==> src/bpa_ram.sv <==
// Generic single-write, single-read RAM with registered read data.
module bpa_ram #(
    parameter int WIDTH = 8,
    parameter int DEPTH = 16
) (
    input  logic                                        i_clk,
    input  logic                                        i_we,
    input  logic [((DEPTH > 1) ? $clog2(DEPTH) : 1)-1:0] i_waddr,
    input  logic [WIDTH-1:0]                            i_wdata,
    input  logic [((DEPTH > 1) ? $clog2(DEPTH) : 1)-1:0] i_raddr,
    output logic [WIDTH-1:0]                            o_rdata
);

    logic [WIDTH-1:0] r_mem [DEPTH];
    logic [WIDTH-1:0] r_rdata;

    always_ff @(posedge i_clk) begin
        if (i_we) begin
            r_mem[i_waddr] <= i_wdata;
        end
        r_rdata <= r_mem[i_raddr];
    end

    assign o_rdata = r_rdata;

endmodule

==> config.mk <==
export PLATFORM = sky130hd
export DESIGN_NAME = bpa_ram
export DESIGN_NICKNAME = d
export VERILOG_FILES = /design/src/bpa_ram.sv
export SDC_FILE = /design/constraint.sdc
export NUM_CORES = 1
export LEC_CHECK = 0
export BUFFER_PORTS_ARGS = -buffer_cell sky130_fd_sc_hd__buf_2
export CAP_MARGIN = 10
export CORE_MARGIN = 2
export CORE_UTILIZATION = 30
export CTS_BUF_LIST = sky130_fd_sc_hd__clkbuf_2
export CTS_CLUSTER_DIAMETER = 30
export DETAILED_ROUTE_END_ITERATION = 16
export GPL_TIMING_DRIVEN = 0
export PLACE_DENSITY = 0.55
export SLEW_MARGIN = 5
export SYNTH_ARGS = -nofsm -noshare
export SYNTH_HDL_FRONTEND = slang
export SYNTH_SLANG_ARGS = --single-unit
==> constraint.sdc <==
create_clock -name i_clk -period 1.71 [get_ports i_clk]
set_input_delay 0.342 -clock i_clk [delete_from_list [all_inputs] [get_ports i_clk]]
set_output_delay 0.342 -clock i_clk [all_outputs]
set_load 0.05 [all_outputs]
After elaboration in Yosys (flattened, before gate mapping). Memories as Yosys holds them, arrays and structs flattened. A register that Yosys moved wholly into a read port is not among the register bits. Cells that the tools add are included.

Register bits: 0. Bits in latches: 0. RAM bits: 128. Bits in read-only memories: 0. Input port bits: 18. Logic and storage cells: 3. Memories kept: 1.

$add $sub $neg: 0. $mul: 0. Div/mod/pow operators: 0. $lt $le $gt $ge: 0. Eq/ne operators: 0. Shift-type cells: 0. Muxes and demuxes: 2. Bitwise logic cells: 0. Reductions and logical operators: 0.

Memories: r_mem (depth 16, width 8, rd ports 1, clocked after memory_dff 1, wr ports 1, line 14) `logic [WIDTH-1:0] r_mem [DEPTH];`.

Operator list (number): 1-bit 2-to-1 mux (2).

Longest topological paths before layout. Gate-level depths: netlist of the first run.

Word-level depth: 2. Gate-level depth with buffers: 5.

Worst setup path before layout of the first run. Ideal clock, no wire load.

Kind: input -> register. Start point: in i_waddr[2] (netlist bit). End point: mem r_mem[0][0] (enable). Library setup time: 0.383 ns. Data arrival time: 1.452 ns. Required time: 1.327 ns. Setup slack: -0.125 ns. Stages: 2. Buffers on the path: 0. Cells stage by stage: or3b_2 > nor3_1.

RTL lines: from (decl) (line 8) `input logic [((DEPTH > 1) ? $clog2(DEPTH) : 1)-1:0] i_waddr,`; to (decl) (line 14).

Straight into the memory's write port.

Final worst setup path of the first run.
Start point: reg r_rdata[4] (netlist: o_rdata[4]), read port of r_mem. End point: out o_rdata[4].

RTL lines: from (decl) (line 15) `logic [WIDTH-1:0] r_rdata;`; to (decl) (line 11) `output logic [WIDTH-1:0] o_rdata`.

No word-level cell between the ends.

==> flow_metrics.env, run 1 <==
export IMPL_status="finished clean"
export IMPL_timing_critical_path_slowest_cell_delay_ns=0.34
export IMPL_worstSetupStartpointType="flip-flop"
export IMPL_p_per_area_nw_per_um2=1010
export IMPL_grt_pass1_wl_mm=15.8
export IMPL_grt_start_max_net_pins=17
export IMPL_clock_tree_from_tritoncts="yes"
export IMPL_setup_tns_ns=0
export IMPL_report_power_total_mw=5.91
export IMPL_cts_htree_levels=4
export IMPL_grt_overflow=0
export IMPL_final_hpwl_from_detailed_placement_mm=6.70
export IMPL_dp_cells=474
export IMPL_initial_utilization_pct=30.8
export IMPL_cell_at_the_root_of_the_clock_tree="clkbuf_2"
export IMPL_synth_area_sq_um=5150
export IMPL_place_port_buffers=24
export IMPL_path_cells="buf_2"
export IMPL_fin_skew_ns=0.0209
export IMPL_critical_path_required_ns=1.37
export IMPL_crit_fanout=1
export IMPL_final_cell_count_no_fill=515
export IMPL_synth_top_cell_area_share_pct=74.7
export IMPL_clkSinkCount=136
export IMPL_floorplan_core_area_sq_um=16700
export IMPL_syn_avg_cell_area_sq_um=22.5
export IMPL_antenna_cells_inserted=0
export IMPL_period_minus_slack_ns=1.61
export IMPL_netlist_top_cell_by_area="edfxtp_1"
export IMPL_remaining_drc_errors=0
export IMPL_final_routed_wire_length_divided_by_cell_count_microns=20.6
export IMPL_antenna_violating_nets_left=0
export IMPL_critPathSlowestCell="dfxtp_1"
export IMPL_rsz0062_at_grt="false"
export IMPL_routed_via_count=2432
export IMPL_drt_wl_total_mm=10.6
export IMPL_synth_yosys_warnings=0
export IMPL_numCtsBuffers=17
export IMPL_fmaxAchievable_mhz=620
export IMPL_fp_dieArea_sq_um=18200
export IMPL_global_route_usage_total_pct=12.6
export IMPL_min_delay_path_class="in -> reg"
export IMPL_worst_setup_path_end_kind="primary output"
export IMPL_finish_net_count=300
export IMPL_final_hold_viol_count=0
export IMPL_synth_seq_cells=136
export IMPL_synth_yosys_seq_area_share_pct=77.8
export IMPL_drive_above_1_share_pct=28.5
export IMPL_synth_cell_types=19
export IMPL_gp_congestion=0.707
export IMPL_final_setup_violation_count=0
export IMPL_fillCellCount=1596
export IMPL_io_pins=26
export IMPL_worst_slew_margin_rel_pct=42.1
export IMPL_average_via_count_per_standard_cell=4.72
export IMPL_path_clk_slew_ns=0.18
export IMPL_peakVddDrop_mv=0.386
export IMPL_detailedRoute_firstPassIterationCount=5
export IMPL_synth_area_top_cells="edfxtp_1 75%, mux4_2 7.9%, mux4_1 7.1%"
export IMPL_timing_worst_setup_path_type="reg -> out"
export IMPL_critPathTopFamily="flip-flops"
export IMPL_power_leakage_nw=1.92
export IMPL_first_global_vias=2472
export IMPL_max_cap_violations=0
export IMPL_drv_slew=0
export IMPL_worst_path_buf_inv=1
export IMPL_placement_cell_area_sq_um=5560
export IMPL_syn_num_nets=247
export IMPL_drtIter0Drc=287
export IMPL_cp_data_arrival_time_ns=1.27
export IMPL_core_rowCount=47
export IMPL_final_hold_worst_slack_ns=0.142
export IMPL_final_design_area_no_fill_sq_um=5860
export IMPL_die_h_microns=135
export IMPL_antenna_found_initial=0
export IMPL_synthCells=229
export IMPL_tightest_slew_ns=0.865
export IMPL_die_w_microns=135
export IMPL_clk_path_buf_depth=2
export IMPL_worst_skew_pair_late_latency_ns=0.69
export IMPL_area_growth_synth_to_final_pct=13.8
export IMPL_final_period_utilization_pct=94.3
[sequential cells by signal (all words and copies together), names as in the netlist]
name / flops
r_mem: 128
o_rdata: 8
[synthesized netlist by cell type]
cell type,instances
edfxtp_1,128
mux4_2,18
a22oi_1,16
mux4_1,14
nor2_1,13
nand2_1,9
dfxtp_1,8
nor3_1,4
buf_2,3
buf_6,3
clkdlybuf4s25_2,3
nand2b_1,2
nand3b_1,2
and2_1,1
and2b_1,1
buf_4,1
nand3_1,1
nor2b_1,1
or3b_2,1
[worst paths after layout]
check | cells after the start | endpoint | from | slack (ns)
worst max-delay path | 1 | o_rdata[4] | o_rdata[4]$_DFF_P_ | 0.1
worst min-delay path | 4 | o_rdata[7]$_DFF_P_ | i_raddr[0] | 0.14
worst max register to register | 3 | o_rdata[3]$_DFF_P_ | r_mem[6][3]$_DFFE_PP_ | 0.28
worst min register to register | 3 | o_rdata[0]$_DFF_P_ | r_mem[10][0]$_DFFE_PP_ | 0.71
[cells by family (layout without fill, tap and decap cells)]
family | after synthesis | in the layout | synth area share, %
compound gates | 16 | 16 | 2.33
buf+inv | 10 | 76 | 1.68
flops | 136 | 136 | 77.8
mux | 32 | 32 | 15.0
simple gates | 35 | 35 | 3.18
[layout by cell type, fill, tap and decap left out, types with 5 or more instances in the layout]
cell / n
mux4_2: 18
a22oi_1: 16
nand2_1: 9
nor2_1: 13
buf_2: 25
clkinv_1: 5
dlygate4sd3_1: 8
dfxtp_1: 8
clkbuf_2: 18
clkinv_2: 7
edfxtp_1: 128
mux4_1: 14
[report_power, final]
group	switching (mW)	internal, mW
registers	0.0159	3.72
logic	0.292	0.165
clock network	1.08	0.633
total	1.39	4.52
[what timing repair did]
item,in CTS,in global routing
setup endpoints to repair,0,3
gates resized for setup,0,3
hold endpoints to repair,96,1
setup buffers,0,0
hold buffers,7,1
[layer usage]
layer	global-route usage, %	vias to the layer above	wire length [microns]
li1	-	1077	-
met1	17.9	1270	4890
met2	18.4	75	4930
met3	3.79	10	632
met4	4.69	0	129
met5	0	-	0
[through the flow]
stage,worst slack [ns],utilization (%)
6_report,0.0981,35.1
3_5_place_dp,-0.388,33.3
2_1_floorplan,0.102,-
3_3_place_gp,-0.519,33.2
4_1_cts,0.0148,34.9
5_1_grt,0.00407,35.1
[final cells by class]
class | count | area [sq um] | area share (%)
buffer | 10 | 86.3 | 1.47
clock buffer | 18 | 90.1 | 1.54
clock inverter | 14 | 114 | 1.94
multi-input combinational | 83 | 1070 | 18.2
sequential | 136 | 4000 | 68.4
tap | 220 | 275 | 4.70
timing repair buffer | 34 | 220 | 3.76
Power figures use the tool's default switching activity.
==> inputs of run 2 (changes only) <==
--- a/config.mk
+++ b/config.mk
@@ -13,7 +13,7 @@
 export CTS_CLUSTER_DIAMETER = 30
 export DETAILED_ROUTE_END_ITERATION = 16
 export GPL_TIMING_DRIVEN = 0
-export PLACE_DENSITY = 0.55
+export PLACE_DENSITY = 0.54
 export SLEW_MARGIN = 5
 export SYNTH_ARGS = -nofsm -noshare
 export SYNTH_HDL_FRONTEND = slang
==> constraint.sdc (replaced) <==
create_clock -name i_clk -period 1.7 [get_ports i_clk]
set_input_delay 0.34 -clock i_clk [delete_from_list [all_inputs] [get_ports i_clk]]
set_output_delay 0.34 -clock i_clk [all_outputs]
set_load 0.05 [all_outputs]
==> flow_metrics.env, run 2 (same netlist as run 1, synthesis figures left out) <==
export IMPL_placement_cell_area_sq_um=5570
export IMPL_power_switching_fraction_pct=24.2
export IMPL_place_port_buffers=24
export IMPL_worstSetupStartpoint="o_rdata[3]$_DFF_P_"
export IMPL_worstHoldPathCells=2
export IMPL_grt_pass1_wl_mm=15.8
export IMPL_clk_path_buf_depth=2
export IMPL_post_route_worst_setup_slack_ns=0.131
export IMPL_power_frac_clock_pct=25.3
export IMPL_timing_worst_setup_path_type="reg -> out"
export IMPL_critPathSlowestCell="dfxtp_1"
export IMPL_cell_at_the_root_of_the_clock_tree="clkbuf_2"
export IMPL_final_design_area_no_fill_sq_um=5820
export IMPL_worstSetupStartpointType="flip-flop"
export IMPL_final_routed_wire_length_divided_by_cell_count_microns=20.8
export IMPL_fillCellCount=1583
export IMPL_drv_slew=0
export IMPL_registers_top_by_ff_count="r_mem"
export IMPL_tightest_slew_ns=0.859
export IMPL_gp_congestion=0.735
export IMPL_finish_net_count=300
export IMPL_initial_utilization_pct=30.8
export IMPL_final_hold_viol_count=0
export IMPL_antenna_found_initial=0
export IMPL_timing_reg2reg_setup_slack_ns=0.20
export IMPL_worst_slew_margin_rel_pct=42.5
export IMPL_drt_wl_total_mm=10.7
export IMPL_area_growth_synth_to_final_pct=13.0
export IMPL_timing_critical_path_slowest_cell_delay_ns=0.34
export IMPL_fp_dieArea_sq_um=18200
export IMPL_final_period_utilization_pct=92.3
export IMPL_drtIter0Drc=222
export IMPL_crit_fanout=1
export IMPL_p_per_area_nw_per_um2=974
export IMPL_min_delay_path_class="in -> reg"
export IMPL_die_w_microns=135
export IMPL_rsz0062_at_grt="false"
export IMPL_routed_via_count=2431
export IMPL_remaining_drc_errors=0
export IMPL_largest_register_ff_count=128
export IMPL_path_clk_slew_ns=0.18
export IMPL_critPathTopFamily="flip-flops"
export IMPL_dpl_worst_slack_ns=-0.374
export IMPL_clock_tree_from_tritoncts="yes"
export IMPL_fmaxAchievable_mhz=637
export IMPL_internal_power_mw=4.29
export IMPL_grt_overflow=0
export IMPL_final_hpwl_from_detailed_placement_mm=6.80
export IMPL_worstReg2RegEnd="o_rdata[1]$_DFF_P_"
export IMPL_worst_skew_pair_late_latency_ns=0.68
export IMPL_share_comb_of_total_power_pct=8.3
export IMPL_first_global_vias=2547
export IMPL_peakVddDrop_mv=0.348
export IMPL_share_seq_of_total_power_pct=66.4
export IMPL_layout_common_cells="128 x edfxtp_1, 23 x clkbuf_2, 20 x buf_2"
export IMPL_antenna_cells_inserted=0
export IMPL_antenna_violating_nets_left=0
export IMPL_final_core_utilization_pct=34.8
export IMPL_layout_commonest_cell="edfxtp_1"
export IMPL_core_rowCount=47
export IMPL_die_h_microns=135
export IMPL_average_via_count_per_standard_cell=4.72
export IMPL_max_cap_violations=0
export IMPL_switchingPower_mw=1.37
export IMPL_grt_start_max_net_pins=17
export IMPL_number_of_cells_traversed_by_the_worst_register_to_register_path=3
export IMPL_crit_reg2reg_launch="r_mem[5][1]$_DFFE_PP_"
export IMPL_status="finished clean"
export IMPL_drive_above_1_share_pct=27.5
export IMPL_cts_htree_levels=4
export IMPL_numCtsBuffers=17
export IMPL_power_leakage_nw=1.90
export IMPL_cp_data_arrival_time_ns=1.23
export IMPL_final_setup_violation_count=0
export IMPL_worst_setup_path_end_kind="primary output"
export IMPL_global_route_usage_total_pct=12.6
export IMPL_worst_path_buf_inv=1
export IMPL_critical_path_required_ns=1.36
export IMPL_floorplan_core_area_sq_um=16700
export IMPL_fin_skew_ns=0.0275
export IMPL_period_minus_slack_ns=1.57
export IMPL_hp_start="i_waddr[0]"
export IMPL_clkSinkCount=136
export IMPL_io_pins=26
export IMPL_detailedRoute_firstPassIterationCount=4
export IMPL_worst_hold_path_endpoint="r_mem[12][7]$_DFFE_PP_"
export IMPL_path_cells="clkbuf_4"
## run 2: cell count changes in the layout (fill, tap and decap cells not counted), sizes merged
cell,previous run,this run
clkbuf,21,26
clkinv,12,9
bufinv,2,0
## run 2: repair_timing
| item | 4_1_cts | 5_1_grt |
|---|---|---|
| endpoints found under the hold margin | 63 | 11 |
| buffers inserted | 0 | 0 |
| setup endpoints to repair | 0 | 8 |
| hold buffers | 7 | 1 |
| resized for setup | 0 | 13 |
## run 2: final cells by class
class | instances | area (sq um) | share of cell area, %
sequential | 136 | 4000 | 68.8
buffer | 10 | 86.3 | 1.48
multi-input combinational | 83 | 1070 | 18.4
clock inverter | 9 | 35.0 | 0.602
tap | 220 | 275 | 4.73
timing repair buffer | 34 | 233 | 4.00
clock buffer | 23 | 115 | 1.98
## run 2: worst max-delay path by stage
| stage | cells after the start | slack (ns) | end |
|---|---|---|---|
| floorplan | 2 | 0.09 | r_mem[3][0]$_DFFE_PP_ |
| global placement | 3 | -0.55 | r_mem[8][3]$_DFFE_PP_ |
| detailed placement | 3 | -0.37 | r_mem[1][0]$_DFFE_PP_ |
| CTS | 1 | 0.004 | o_rdata[0] |
| global route | 1 | 0.008 | o_rdata[6] |
| finish | 1 | 0.13 | o_rdata[3] |
## run 2: power by group through the flow
stage	clock [mW]	sequential (mW)	combinational (mW)
3_5_place_dp	0	3.84	0.450
4_1_cts	1.48	3.76	0.464
3_3_place_gp	0	3.83	0.442
6_report	1.43	3.76	0.470
2_1_floorplan	0	3.91	0.191
5_1_grt	1.63	3.77	0.504
## run 2: routing by layer
metal	vias to the layer above	routed length, microns	track usage, %
li1	1079	-	-
met1	1270	5120	18.0
met2	68	4880	18.3
met3	14	577	3.90
met4	0	144	4.51
met5	-	0	0
## run 2: per-stage QoR
| stage | total power, mW | instances | TNS, ns | hold slack (ns) |
|---|---|---|---|---|
| floorplan | 4.10 | 229 | 0 | 0.439 |
| detailed placement | 4.29 | 475 | -21.48 | 0.686 |
| finish | 5.66 | 515 | 0 | 0.166 |
| global route | 5.90 | 515 | 0 | 0.0791 |
| CTS | 5.71 | 514 | 0 | 0.00718 |
| global placement | 4.27 | 473 | -29.21 | 0.673 |
